### src/hw/rtl/fpalu_div_stage.sv
// One registered stage of the restoring divider, a few quotient bits per stage.
`timescale 1ns / 1ps
module fpalu_div_stage #(
    parameter int W  = 30,
    parameter int NW = 60,
    parameter int K  = 4
) (
    input  logic          i_clk,
    input  logic          i_adv,
    input  logic [W-1:0]  i_rem,
    input  logic [NW-1:0] i_num,
    input  logic [NW-1:0] i_quo,
    input  logic [W-1:0]  i_den,
    output logic [W-1:0]  o_rem,
    output logic [NW-1:0] o_num,
    output logic [NW-1:0] o_quo,
    output logic [W-1:0]  o_den
);

    logic [W:0]    t;
    logic [W-1:0]  n_rem, r_rem;
    logic [NW-1:0] n_num, n_quo, r_num, r_quo;
    logic [W-1:0]  r_den;

    // Shift in one numerator bit per step and subtract when the divisor fits.
    always_comb begin
        n_rem = i_rem;
        n_num = i_num;
        n_quo = i_quo;
        t = '0;
        for (int s = 0; s < K; s++) begin
            t = {n_rem, n_num[NW-1]};
            n_num = n_num << 1;
            if (t >= {1'b0, i_den}) begin
                t = t - {1'b0, i_den};
                n_quo = {n_quo[NW-2:0], 1'b1};
            end else begin
                n_quo = {n_quo[NW-2:0], 1'b0};
            end
            n_rem = t[W-1:0];
        end
    end

    always_ff @(posedge i_clk) begin
        if (i_adv) begin
            r_rem <= n_rem;
            r_num <= n_num;
            r_quo <= n_quo;
            r_den <= i_den;
        end
    end

    assign o_rem = r_rem;
    assign o_num = r_num;
    assign o_quo = r_quo;
    assign o_den = r_den;

endmodule

### config.mk
export PLATFORM = sky130hd
export DESIGN_NAME = fpalu_div_stage
export DESIGN_NICKNAME = d
export VERILOG_FILES = /design/src/hw/rtl/fpalu_div_stage.sv
export SDC_FILE = /design/constraint.sdc
export NUM_CORES = 1
export LEC_CHECK = 0
export BUFFER_PORTS_ARGS = -buffer_cell sky130_fd_sc_hd__buf_4
export CAP_MARGIN = 10
export CORE_ASPECT_RATIO = 0.9
export CORE_UTILIZATION = 45
export DETAILED_ROUTE_END_ITERATION = 12
export PLACE_DENSITY = 0.82
export SYNTH_ARGS = -nofsm -noshare
export SYNTH_HDL_FRONTEND = slang
export SYNTH_SLANG_ARGS = --single-unit
### constraint.sdc
create_clock -name i_clk -period 16.9 [get_ports i_clk]
set_clock_uncertainty 0.1 [all_clocks]
set_input_delay 4.225 -clock i_clk [delete_from_list [all_inputs] [get_ports i_clk]]
set_output_delay 4.225 -clock i_clk [all_outputs]
set_load 0.02 [all_outputs]
; ---- Word-level counts from Yosys, hierarchy flattened
; Index checks and enable logic that the tools add are counted.
[op_classes]
addsub = 4
mul = 0
div_mod_pow = 0
n_lt_le_gt_ge = 4
n_eq_ne = 0
n_shift = 0
n_mux = 8
bitwise_logic = 0
reduce_logical = 0
[ops]
columns = operator, n
row1 = >= comparator 31 x 30 -> 1 bit, 4
row2 = two-way mux 30 bit, 4
row3 = subtractor 30 bit, 4
row4 = two-way mux 1 bit, 4
[totals]
register_bits = 176
latch_bits = 0
ramBits = 0
rom_bits = 0
in_bits = 182
output_inout_bits = 180
elab_cells = 20
n_memories = 0

; ---- Logic depth before layout (Yosys ltp)
[logic_depth]
depth_word = 8
ltp_mapped = 52
depth_no_buf = 46

; ---- Worst setup path before layout
; OpenSTA, ideal clock, no wires.
[synth_timing]
kind = input to register
startpoint = input i_den[5]
endpoint = register r_rem[23] (netlist: o_rem[23]) (data pin)
setup_ns = 0.260
arrival_ns = 14.090
required_ns = 16.540
path_slack_ns = 2.450
stages = 47
path_buffers = 6
cell_sequence = inv_1 > ha_1 > a211oi_2 > nor2_1 > nor3_1 > o21ai_0 > a211o_1 > a31oi_1 > xor2_1 > o21ai_0 > ha_1 > and3_1 > a221o_1 > a21o_1 > a22oi_2 > nand3_1 > a22o_1 > nor2_2 > [... 11 more ...] > o21a_4 > inv_2 > buf_6 > buf_6 > mux2_4 > ha_1 > clkbuf_1 > a211oi_1 > nand2_1 > or3_1 > o22ai_1 > o21ai_1 > o2bb2ai_1 > o21a_1 > a211o_1 > a211oi_2 > buf_4 > mux2_2
[synth_between]
elab_chain_len = 8
word_cells_on_any_way = 12
classes_between = 4 x add/sub / 4 x order compare / 4 x mux
[synth_rtl]
columns = item, line_no
row1 = "start, declared", 13  ; input logic [W-1:0] i_den,
row2 = subtractor 30 bit / >= comparator 31 x 30 -> 1 bit (equally long branches), "35, 34"
row3 = two-way mux 30 bit, 34  ; if (t >= {1'b0, i_den}) begin
row4 = subtractor 30 bit / >= comparator 31 x 30 -> 1 bit (equally long branches), "35, 34"
row5 = two-way mux 30 bit, 34
row6 = subtractor 30 bit / >= comparator 31 x 30 -> 1 bit (equally long branches), "35, 34"
row7 = two-way mux 30 bit, 34
row8 = subtractor 30 bit / >= comparator 31 x 30 -> 1 bit (equally long branches), "35, 34"
row9 = two-way mux 30 bit (*), 34
row10 = net t[23], 20  ; logic [W:0] t;
row11 = "end signal, assigned", 46  ; r_rem <= n_rem;
row12 = "end, declared", 21  ; logic [W-1:0] n_rem, r_rem;
; Mark *: on every way through the listed nets, which the timed path passes. The rest lies on a longest branch.
; A chain may end at the register's enable or synchronous reset.

; ---- Worst setup path in the final report
[layout_timing]
startpoint = input i_den[0]
endpoint = register r_rem[16] (netlist: o_rem[16]) (data pin)
; Same word-level chain as after synthesis.

==> metrics.md <==
| Metric | Value |
|---|---|
| Outcome | `complete, but fails checks` |
| Failing checks | `design-rule violations` |
| Depth of the worst hold-timing path | `1` |
| Number of pins exceeding their max-slew limit in the final report | `0` |
| Number of H-tree levels | `4` |
| Number of gates resized after CTS | `0` |
| Final nets | `roughly 1900` |
| Cells after synthesis | `1228` |
| Via-per-instance ratio | `between 5 and 6` |
| Clock transition time at the flip-flop clock pins of the worst setup and hold paths | `0.08 ns` |
| Measured slew at the worst slew-check pin | `between 0.9 and 1 ns` |
| Compound-cell area share of the yosys netlist | `approximately a fifth` |
| Minimum period implied by the final worst setup slack | `15.73 ns` |
| Initial DRC Count | `967` |
| Proportion of total power due to net switching | `42.9%` |
| Number of synthesized register bits | `roughly 180` |
| Last weighted congestion value of the routability-driven placer | `0.956` |
| Worst Setup Start Kind | `input port` |
| Fraction of the yosys area taken by sequential cells | `41.3%` |
| Vias in the first global route | `10500` |
| Number of synthesized flops with an enable pin | `176` |
| Smallest setup slack after layout | `1.17 ns` |
| Share of the clock period used by the worst path | `93.1%` |
| Pin count of the biggest net entering global routing | `around 100` |
| Number of buffers added by the clock tree synthesis step | `17` |
| First-pass DRT Iterations | `11` |
| Overall die area | `0.0291 mm²` |
| Lkg Pwr | `7.25 nW` |
| Unrepaired setup endpoints after global routing | `false` |
| Final Routed Wirelength | `38.8 mm` |
| Number of antenna repair diodes | `0` |
| Element type at the critical path end | `flop` |
| Share of power burned in registers | `19.7%` |
| Io pins | `362` |
| Final cell area excluding filler cells | `roughly 0.016 mm²` |
| Routed Antenna Nets | `0` |
| Top library cells by usage in the layout, fill and taps aside | `366 x buf_4, 176 x edfxtp_1, 120 x ha_1, 101 x a21oi_1, 89 x o21ai_0` |
| Worst EP arrival | `15.80 ns` |
| Max-cap check violation count | `0` |
| Setup Slack @ Placement | `0.966 ns` |
| Number of distinct library cells after synthesis | `85` |
| Clock tree from TritonCTS | `done` |
| Worst path required time | `around 17 ns` |
| Slew Limit Headroom | `between 30% and 40%` |
| Total of fill cells in the finished design | `2333` |
| Routed via count | `11200` |
| Most common library cell in the layout ignoring fill and taps | `buf_4` |
| Post-CTS Setup Inserts | `0` |
| HPWL Detailed | `31.0 mm` |
| Placeable core region | `roughly 0.028 mm²` |
| Critical-path cell with the highest stage delay | `o21ai_0` |
| Dominant register cell in the synthesized netlist | `edfxtp_1` |
| Cell row count | `58` |
| Post-synthesis share of cell area spent on and, or, nand and nor gates | `11.0%` |
| Hold bufs inserted after CTS | `0` |
| Start point of the critical path | `i_den[0]` |
| Part of the power in combinational logic | `68.5%` |
| Die H | `162 µm` |
| Maximum count of clock buffers along a single path | `2` |
| Area post-placement | `0.0159 mm²` |
| Power density cells | `200 mW/mm²` |
| Longest individual stage delay on the worst path | `0.52 ns` |
| Overall power | `0.00329 W` |
| Multiplexer area fraction after synthesis | `5.97%` |
| Mapped cell area | `0.0128 mm²` |
| Power spent charging and discharging nets | `about 0.0014 W` |
| Average wire per standard cell | `19.8 µm` |
| Setup violation total in the final timing report | `0` |
| Async S/R FF share, synth | `0%` |
| Initial core utilization | `~46%` |
| Number of sinks on the clock net | `roughly 180` |
| All-Layer GR Usage | `roughly a quarter` |
| Number of input and output port buffers inserted | `353` |
| Adder-cell area share of the yosys netlist | `between 10% and 20%` |
| Dominant combinational cell family by area after synthesis | `compound AO/OA/AOI/OAI gates` |
| Crit path capture | `o_rem[16]$_DFFE_PP_` |
| Fmax | `0.0636 GHz` |
| VDD IR max | `about 0.094 mV` |
| Total Negative Setup Slacks | `0 ns` |
| Clock network fraction of total power | `about an eighth` |
| Initial antenna violation count | `1` |
| Internal power component | `0.00188 W` |
| XOR/XNOR share of the synthesized area | `slightly above 6%` |
| Overall die width | `180 µm` |
| CP dominant cell by count | `o21ai_0` |
| Count of synthesis-stage warnings from yosys | `0` |
| Critical path fanouts, max | `26` |
| Syn avg cell area | `10.4 µm²` |
| Clk Tree Root Cell | `clkbuf_16` |
| Hold slack | `3.85 ns` |
| Sum of overflow across all layers after global routing | `0` |
| Count of final hold-check violations | `0` |
| Fraction of layout cells with a size suffix above 1 | `a little under a third` |
| Drc violations | `30` |
| Wire length of the first global-routing pass | `58.2 mm` |
| Kind of path behind the tightest hold check | `input port to flop` |
| Signed area change from the synthesized netlist to the final layout | `28.5%` |
| Worst setup path class | `input port to flop` |
-- cell usage after synthesis, drive strengths merged (4+ instances only) --
cell type | count | area [µm²]
nand2b | 17 | 106
or2 | 7 | 43.8
and2 | 5 | 33.8
o21a | 19 | 150
xor2 | 35 | 307
edfxtp | 176 | 5290
mux2 | 59 | 694
a31o | 4 | 35.0
and4 | 4 | 37.5
o31a | 5 | 43.8
and3 | 16 | 100
nor3 | 22 | 120
nor2 | 63 | 241
inv | 71 | 267
nand3 | 27 | 135
a31oi | 12 | 75.1
a21boi | 5 | 37.5
nor4 | 7 | 43.8
clkbuf | 15 | 56.3
buf | 17 | 121
mux2i | 7 | 70.1
o21ai | 95 | 475
a221o | 8 | 80.1
a211oi | 21 | 178
o31ai | 4 | 43.8
nand2 | 83 | 312
ha | 120 | 1500
or3 | 8 | 55.1
fa | 4 | 80.1
a211o | 9 | 78.8
a21oi | 101 | 505
a21o | 46 | 345
xnor2 | 56 | 490
o211ai | 5 | 37.5
o21bai | 15 | 113
nand4 | 14 | 87.6
nor2b | 9 | 56.3
-- cell families after synthesis --
group,count (synthesis)
flip-flops,176
other,1
XOR/XNOR,91
multiplexers,66
adder cells (fa/ha/maj),124
AO/OA/AOI/OAI,381
AND/OR/NAND/NOR,286
buffers and inverters,103
-- area by class of cell --
type	count	area, µm²	area share [%]
clock buffer	17	425	2.59
clock inverter	15	146	0.890
inverter	71	267	1.62
multi-input combinational	952	7100	43.1
sequential	176	5290	32.1
tap	360	450	2.74
timing repair buffer	368	2780	16.9
-- metrics by stage --
step | util [%] | std cells
global route | 58.9 | 1959
finish | 58.9 | 1959
floorplan | - | 1231
detailed placement | 56.9 | 1927
CTS | 58.9 | 1959
global placement | 56.9 | 1927
-- worst min path at each step --
stage                          from                   to  slack (ns)
final                     i_num[44]  o_num[48]$_DFFE_PP_        3.85
after global routing      i_quo[53]  o_quo[57]$_DFFE_PP_        3.82
after CTS                 i_quo[53]  o_quo[57]$_DFFE_PP_        3.83
after detailed placement  i_quo[51]  o_quo[55]$_DFFE_PP_        4.30
after global placement    i_quo[20]  o_quo[24]$_DFFE_PP_        4.30
after floorplan            i_den[0]   o_den[0]$_DFFE_PP_        4.22
-- power groups by stage --
stage | logic [W] | registers, W | clock network, W
floorplan | 0.00158 | 0.000748 | 0
global placement | 0.00217 | 0.000658 | 0
detailed placement | 0.00221 | 0.000659 | 0
CTS | 0.00223 | 0.000650 | 0.000400
global route | 0.00244 | 0.000655 | 0.000414
finish | 0.00225 | 0.000648 | 0.000388
-- metal layers --
layer | GRT usage, % | part of all wire [%]
met1 | 33.6 | 42
met2 | 43.9 | 48
met3 | 5.29 | 7.8
met4 | 7.41 | 1.7
met5 | 0 | 0.034
-- flip-flops by register name, indices dropped and copies added, names as in the netlist --
| signal | count |
|---|---|
| o_quo | 60 |
| o_num | 56 |
| o_den | 30 |
| o_rem | 30 |
-- critical path: cells and delay by family --
family | cells | cell delay [ns]
adders and majority gates | 5 | 1.62
buffers and inverters | 6 | 1.10
AOI/OAI and AO/OA | 26 | 6.76
xor gates and xnor gates | 1 | 0.16
and+or+nand+nor | 7 | 1.15
muxes | 2 | 0.74
(Power assumes the default switching activity.)
