**config.mk**
```make
export PLATFORM = sky130hd
export DESIGN_NAME = fpalu_front
export DESIGN_NICKNAME = d
export VERILOG_FILES = /design/src/hw/rtl/fpalu_pkg.sv /design/src/hw/rtl/fpalu_front.sv
export SDC_FILE = /design/constraint.sdc
export NUM_CORES = 1
export LEC_CHECK = 0
export BUFFER_PORTS_ARGS = -buffer_cell sky130_fd_sc_hd__buf_4
export CORE_UTILIZATION = 30
export CTS_CLUSTER_SIZE = 28
export DETAILED_ROUTE_END_ITERATION = 8
export GPL_TIMING_DRIVEN = 1
export PLACE_DENSITY = 0.53
export SYNTH_ARGS = -nofsm -noshare
export SYNTH_HDL_FRONTEND = slang
export SYNTH_SLANG_ARGS = --single-unit
```
**constraint.sdc**
```tcl
create_clock -name i_clk -period 22.7 [get_ports i_clk]
set_input_delay 1.135 -clock i_clk [delete_from_list [all_inputs] [get_ports i_clk]]
set_output_delay 1.135 -clock i_clk [all_outputs]
set_load 0.05 [all_outputs]
```
**src/hw/rtl/fpalu_pkg.sv**
```systemverilog
// Shared types and constants for the fixed-point format ALU.
`timescale 1ns / 1ps
package fpalu_pkg;

    // Width of a configuration register and of the format fields of a result.
    localparam int CFG_W = 5;
    localparam int FMT_W = 6;

    // Register indexes on the configuration port.
    localparam logic [1:0] REG_A_WIDTH = 2'd0;
    localparam logic [1:0] REG_A_INT   = 2'd1;
    localparam logic [1:0] REG_B_WIDTH = 2'd2;
    localparam logic [1:0] REG_B_INT   = 2'd3;

    // Operation codes.
    typedef enum logic [1:0] {
        CMD_ADD = 2'd0,
        CMD_SUB = 2'd1,
        CMD_MUL = 2'd2,
        CMD_DIV = 2'd3
    } t_cmd;

    // Operand formats as written by configuration.
    typedef struct packed {
        logic [CFG_W-1:0] a_width;
        logic [CFG_W-1:0] a_int;
        logic [CFG_W-1:0] b_width;
        logic [CFG_W-1:0] b_int;
    } t_cfg;

    // Per-item control decoded at the front stage.
    typedef struct packed {
        t_cmd             cmd;
        logic [FMT_W-1:0] rw;
        logic [FMT_W-1:0] ri;
        logic             neg;
        logic             bz;
    } t_ctl;

    // Control carried alongside the divider stages.
    typedef struct packed {
        t_ctl ctl;
        logic lt;
        logic eq;
        logic ng;
    } t_side;

endpackage

```
**src/hw/rtl/fpalu_front.sv**
```systemverilog
// Front stage: format decode, operand sign extension, alignment and magnitudes.
`timescale 1ns / 1ps
module fpalu_front
    import fpalu_pkg::*;
#(
    parameter int W   = 30,
    parameter int RVW = 61,
    parameter int NW  = 60
) (
    input  logic                  i_clk,
    input  logic                  i_adv,
    input  t_cfg                  i_cfg,
    input  t_cmd                  i_cmd,
    input  logic [W-1:0]          i_a_value,
    input  logic [W-1:0]          i_b_value,
    output t_ctl                  o_ctl,
    output logic signed [RVW-1:0] o_a_al,
    output logic signed [RVW-1:0] o_b_al,
    output logic [W-1:0]          o_ma,
    output logic [W-1:0]          o_mb,
    output logic [NW-1:0]         o_num
);

    logic [FMT_W-1:0]      wa, ia, wb, ib, fa, fb, asi, asf, ka, kb;
    logic signed [W-1:0]   a_sh, b_sh, a_s, b_s;
    logic signed [RVW-1:0] a_x, b_x;
    t_ctl                  n_ctl;
    logic signed [RVW-1:0] n_a_al, n_b_al;
    logic [W-1:0]          n_ma, n_mb;
    logic [NW-1:0]         n_num;
    t_ctl                  r_ctl;
    logic signed [RVW-1:0] r_a_al, r_b_al;
    logic [W-1:0]          r_ma, r_mb;
    logic [NW-1:0]         r_num;

    // Effective formats: a zero width counts as one, widths and integer bits saturate.
    always_comb begin
        wa = (i_cfg.a_width == '0) ? FMT_W'(1) :
             ((FMT_W'(i_cfg.a_width) > FMT_W'(W)) ? FMT_W'(W) : FMT_W'(i_cfg.a_width));
        wb = (i_cfg.b_width == '0) ? FMT_W'(1) :
             ((FMT_W'(i_cfg.b_width) > FMT_W'(W)) ? FMT_W'(W) : FMT_W'(i_cfg.b_width));
        ia = (FMT_W'(i_cfg.a_int) > wa) ? wa : FMT_W'(i_cfg.a_int);
        ib = (FMT_W'(i_cfg.b_int) > wb) ? wb : FMT_W'(i_cfg.b_int);
        fa = wa - ia;
        fb = wb - ib;
        asi = ((ia > ib) ? ia : ib) + FMT_W'(1);
        asf = (fa > fb) ? fa : fb;
    end

    // Operands sign-extended from the top bit of their format, then aligned.
    always_comb begin
        ka = FMT_W'(W) - wa;
        kb = FMT_W'(W) - wb;
        a_sh = i_a_value << ka;
        b_sh = i_b_value << kb;
        a_s = a_sh >>> ka;
        b_s = b_sh >>> kb;
        a_x = {{(RVW-W){a_s[W-1]}}, a_s};
        b_x = {{(RVW-W){b_s[W-1]}}, b_s};
        n_a_al = a_x <<< (asf - fa);
        n_b_al = b_x <<< (asf - fb);
        n_ma = a_s[W-1] ? (W'(0) - a_s) : a_s;
        n_mb = b_s[W-1] ? (W'(0) - b_s) : b_s;
        n_num = NW'(n_ma) << fb;
    end

    // Result format for each operation.
    always_comb begin
        n_ctl.cmd = i_cmd;
        n_ctl.neg = a_s[W-1] ^ b_s[W-1];
        n_ctl.bz = (b_s == '0);
        unique case (i_cmd)
            CMD_ADD, CMD_SUB: begin
                n_ctl.ri = asi;
                n_ctl.rw = asi + asf;
            end
            CMD_MUL: begin
                n_ctl.ri = ia + ib;
                n_ctl.rw = wa + wb;
            end
            default: begin
                n_ctl.ri = ia + fb + FMT_W'(1);
                n_ctl.rw = wa + fb + FMT_W'(1);
            end
        endcase
    end

    // Stage register.
    always_ff @(posedge i_clk) begin
        if (i_adv) begin
            r_ctl <= n_ctl;
            r_a_al <= n_a_al;
            r_b_al <= n_b_al;
            r_ma <= n_ma;
            r_mb <= n_mb;
            r_num <= n_num;
        end
    end

    assign o_ctl = r_ctl;
    assign o_a_al = r_a_al;
    assign o_b_al = r_b_al;
    assign o_ma = r_ma;
    assign o_mb = r_mb;
    assign o_num = r_num;

endmodule

```
After elaboration in Yosys (flattened, before gate mapping)
Cells that the tools add are included.
{ "word_totals": {"ff_bits": 258, "input_bits": 84, "output_inout_bits": 258, "wordCells": 59} }
{ "classes": {"n_addsub": 16, "magnitude_cmp": 6, "n_eq_ne": 2, "n_shift": 7, "mux": 11, "bitwise": 1, "reduce_logical": 5} }
{ "ops": {"columns": ["operator", "count"], "rows": [
  ["30-bit by 6-bit <<< shifter with 61-bit output", 2],
  ["30-bit by 6-bit << shifter with 30-bit output", 2],
  ["30-bit by 6-bit << shifter with 60-bit output", 1],
  ["30-bit by 6-bit >>> shifter with 30-bit output", 2],
  ["1-bit by 30-bit subtractor with 30-bit output (first input constant)", 2],
  ["5-bit two-way mux", 7],
  ["30-bit zero test", 1],
  ["30-bit two-way mux", 1],
  ["29-bit two-way mux", 1],
  ["12-bit case mux with 2 select lines", 1],
  ["5-bit greater-than comparator", 3],
  ["5-bit by 5-bit adder with 6-bit output", 2],
  ["5-bit by 6-bit adder with 6-bit output", 2],
  ["6-bit by 1-bit adder with 6-bit output (second input constant)", 2],
  ["5-bit by 5-bit subtractor with 6-bit output", 2],
  ["5-bit by 5-bit subtractor with 6-bit output (first input constant)", 2],
  ["6-bit subtractor", 2],
  ["5-bit greater-than comparator (second input constant)", 2],
  ["5-bit zero test", 2],
  ["5-bit by 1-bit adder with 6-bit output (second input constant)", 1],
  ["6-bit adder", 1],
  ["6-bit greater-than comparator", 1],
  ["6-bit two-way mux", 1],
  ["2-bit by 1-bit == test with 1-bit output (second input constant)", 1],
  ["other kinds (4)", 4]
]} }

Logic depth before layout (Yosys ltp)
{ "logic_depth": {"depth_word": 10, "depth_mapped": 46, "depth_no_buf": 36} }

Least setup slack after synthesis
Ideal clock, no wire load.
{ "synth_timing": {"path_type": "input to register", "from": "input i_cfg[7] (netlist name)", "to": "register r_b_al[34], in the netlist o_b_al[34] (data pin)", "setup_time_ps": 273, "arrival_time_ps": 10499, "required_ps": 22427, "slack_ps": 11928, "cell_stages": 34, "path_buffers": 12, "path_cell_list": "buf_2 -> nor3_1 -> o21ai_1 -> nand2_1 -> buf_2 -> buf_2 -> buf_1 -> clkbuf_1 -> buf_1 -> ha_1 -> a31oi_1 -> mux2i_1 -> inv_1 -> fa_1 -> xnor2_1 -> clkinv_1 -> clkbuf_1 -> buf_1 -> ha_1 -> nand3_1 -> or3b_2 -> o32ai_1 -> clkbuf_1 -> nand2_1 -> o21a_1 -> fa_1 -> clkbuf_1 -> clkbuf_1 -> clkbuf_1 -> nor2_1 -> a21oi_1 -> nor3_1 -> nor4_1 -> o22ai_1"} }
{ "synth_via": {"elab_chain_cells": 10, "word_cells_on_any_way": 14, "classes_between": "3 x add/sub; 3 x order compare; 3 x shift; 4 x mux; 1 x reduce/logical"} }
{ "synth_lines": {"columns": ["item", "line", "rtl"], "rows": [
  ["from (decl)", "fpalu_front.sv:12", "input t_cfg i_cfg,"],
  ["5-bit greater-than comparator", "fpalu_front.sv:41", "((FMT_W'(i_cfg.b_width) > FMT_W'(W)) ? FMT_W'(W) : FMT_W'(i_cfg.b_width));"],
  ["5-bit two-way mux", "fpalu_front.sv:41", null],
  ["5-bit two-way mux *", "fpalu_front.sv:40", "wb = (i_cfg.b_width == '0) ? FMT_W'(1) :"],
  ["5-bit greater-than comparator", "fpalu_front.sv:43", "ib = (FMT_W'(i_cfg.b_int) > wb) ? wb : FMT_W'(i_cfg.b_int);"],
  ["5-bit two-way mux", "fpalu_front.sv:43", null],
  ["5-bit by 5-bit subtractor with 6-bit output", "fpalu_front.sv:45", "fb = wb - ib;"],
  ["6-bit greater-than comparator", "fpalu_front.sv:47", "asf = (fa > fb) ? fa : fb;"],
  ["6-bit two-way mux", "fpalu_front.sv:47", null],
  ["6-bit subtractor", "fpalu_front.sv:61", "n_b_al = b_x <<< (asf - fb);"],
  ["30-bit by 6-bit <<< shifter with 61-bit output *", "fpalu_front.sv:61", null],
  ["via n_b_al[34]", "fpalu_front.sv:28", "logic signed [RVW-1:0] n_a_al, n_b_al;"],
  ["to (signal assigned)", "fpalu_front.sv:93", "r_b_al <= n_b_al;"],
  ["to (decl)", "fpalu_front.sv:32", "logic signed [RVW-1:0] r_a_al, r_b_al;"]
]} }
Mark *: on every way through the listed nets, which the timed path passes. The rest lies on a longest branch.
A chain may end at the register's enable or synchronous reset.

Final worst setup path
{ "layout_timing": {"from": "input i_cfg[7] (netlist name)", "to": "register r_b_al[57], in the netlist o_b_al[57] (data pin)"} }
The elaborated chain is that of the path after synthesis.

==> run summary <==
crit path time final = 10.92 ns
sequential share of the synthesized area = 27.3%
Syn Inst Count = 3419
routed length per instance = 25.4 um
Slowest cell on crit path = clkinv_1
CTS root buf = clkbuf_16
Hold Vio Cnt, Final = 0
antenna violation net count after detailed routing = 0
Synth Cell Area = 0.0284 sq mm
Hold Crit Class = input port to flop
critical path endpoint category = flop
I/O Pins = 342
CTS tree = done
DP HPWL = 93500 um
Async S/R FF share, synth = 0%
f_max = 91.6 MHz
Final #Nets = 3748
Tightest Pin Transition = 1.38 ns
Main synth FF type = edfxtp_1
CTS Buf Count = 31
Syn-to-layout area delta = 17.1%
initial DRC count = 3355
vias in the first global route = 27107
Critical Path RT = 23.03 ns
first-pass GRT wire length = 183000 um
Detailed Route WL = 124000 um
Synth Net Count = 3579
unrepaired setup endpoints after global routing = no
pin count of the biggest net entering global routing = 122
total global-route track usage = 24.7%
CTS sink count = 258
Max-Slew Margin vs Limit = 7.89%
H-tree levels = 1
Worst path max stage delay = 0.97 ns
Syn. warnings = 0
critical path startpoint category = input port
port bufs = 341
die height = 309 um
Post-synth EDFFs = 258
status = complete, no violations
share of layout cells above drive strength 1 = 19.8%
final worst-path setup slack = 11.78 ns
First-pass DRT Iterations = 6
hold path depth = 1
Final Setup Violations = 0
post-CTS setup buffer count = 0
CTS Hold Buffers Added = 0
Place WS = 11.29 ns
Worst-path clk slew = 0.06 ns
final worst path period share = 48.1%
initial antenna violation count = 1
Die W = 309 um
DIE AREA = 0.0958 sq mm
Arr. time, crit path = 11.25 ns
Vias/cell = 6.13
number of synthesized register bits = 258
Initial Util = 30.3%
antenna cells = 0
Fin Setup TNS = 0 ns
Avg Inst Size Synth = 8.30 sq um
Pins Over Slew Limit = 0
crit path kind = input port to flop
Max Cap Viol = 0
Placeable Area = 0.0935 sq mm
CTS Buffer Depth = 3
GRT overflow = 0
count of unique library cells instantiated by Yosys = 102
num rows = 112
routability cong. = 0.963
routed vias = 29838
CP max FO = 54
Post-CTS Resized = 0
Residual DRC = 0
==> metal layers <==
layer	GRT usage, %	part of all wire [%]
met5	0	0
met1	37.3	46
met4	7.43	3.1
met2	36.1	42
met3	3.32	9.1
==> kinds of logic (layout without fill, tap and decap cells) <==
family          count (synthesis)  in the layout  share of synthesized area, %
buf+inv                       359            552                          5.01
compound gates               1116           1116                          26.9
flops                         258            258                          27.3
fa+ha+maj                      76             76                          3.59
simple gates                 1161           1161                          18.5
mux                           347            347                          15.3
xor+xnor                      102            102                          3.32
==> worst paths after layout <==
kind	start	endpoint	slack (ns)
max	i_cfg[7]	o_b_al[57]	11.78
min	i_cmd[1]	o_ctl[15]	0.95
==> critical path: cells and delay by family <==
| family | cells | cell delay (ns) |
|---|---|---|
| buffers and inverters | 8 | 3.09 |
| AO/OA/AOI/OAI | 7 | 2.47 |
| adder cells (fa/ha/maj) | 4 | 1.97 |
| AND/OR/NAND/NOR | 9 | 1.39 |
| multiplexers | 3 | 1.00 |
| XOR/XNOR | 1 | 0.13 |
==> layout make-up <==
cell class                 count  area [sq um]
multi-input combinational   2802         19500
tap                         1254          1570
clock buffer                  34           787
timing repair buffer         420          3160
clock inverter                23           184
sequential                   258          7750
inverter                      75           282
fill                        9768         60300
==> placed cells by master (no fill, tap or decap), types with 15 or more instances in the layout <==
master and instances:
o21ai_1 15, clkbuf_16 31, buf_4 419, a211oi_1 51, xnor2_2 15, o21a_1 26, a221oi_1 36, nand3_1 90
nand2b_1 22, o211ai_1 51, nand4_1 24, mux2i_1 196, a21o_1 38, o22ai_1 54, xor2_1 22, o32ai_1 22
a21oi_1 220, a22oi_1 33, nand2_1 364, xnor2_1 53, inv_1 67, mux2_2 86, o221ai_1 19, ha_1 65
edfxtp_1 258, nor4_1 26, o21ai_0 220, and2_1 40, a31oi_1 51, or3_1 24, mux4_2 61, nor2_1 382
o31ai_1 33, nor3_1 99, and3_1 26
==> Yosys cell counts, types with 13 or more instances <==
master / instances / area, sq um
a211o_1: 13 / 114
a211oi_1: 51 / 383
a21o_1: 38 / 285
a21oi_1: 223 / 1120
a221oi_1: 36 / 315
a22oi_1: 33 / 248
a31oi_1: 51 / 319
and2_1: 40 / 250
and3_1: 26 / 163
buf_1: 28 / 105
buf_2: 25 / 125
clkbuf_1: 225 / 845
edfxtp_1: 258 / 7750
ha_1: 67 / 838
inv_1: 68 / 255
mux2_2: 86 / 968
mux2i_1: 198 / 1980
mux4_2: 61 / 1370
nand2_1: 365 / 1370
nand2b_1: 22 / 138
nand3_1: 90 / 450
nand4_1: 24 / 150
nor2_1: 382 / 1430
nor3_1: 101 / 505
nor4_1: 26 / 163
o211ai_1: 51 / 383
o21a_1: 26 / 195
o21ai_0: 220 / 1100
o21ai_1: 16 / 80.1
o221ai_1: 19 / 166
o22ai_1: 54 / 338
o311ai_0: 13 / 114
o31ai_1: 33 / 248
o32ai_1: 23 / 201
or2_2: 13 / 81.3
or3_1: 24 / 150
xnor2_1: 67 / 587
xor2_1: 31 / 272
==> sequential cells by signal, indices dropped and copies added (netlist names) <==
| signal | count |
|---|---|
| o_num | 60 |
| o_b_al | 61 |
| o_ctl | 16 |
| o_ma | 30 |
| o_mb | 30 |
| o_a_al | 61 |
==> metrics by stage <==
step           hold WS [ns]  instances  cell area [sq um]  util (%)
2_1_floorplan          1.23       3419              28400         -
3_5_place_dp           1.55       4809              32200      34.5
4_1_cts               0.918       4866              33200      35.5
3_3_place_gp           1.55       4809              32200      34.5
5_1_grt               0.922       4866              33200      35.5
6_report              0.954       4866              33200      35.5
Power is left out: the tool's default activity adds up to more than one toggle a clock period on the data nets, which glitch-free logic cannot reach.
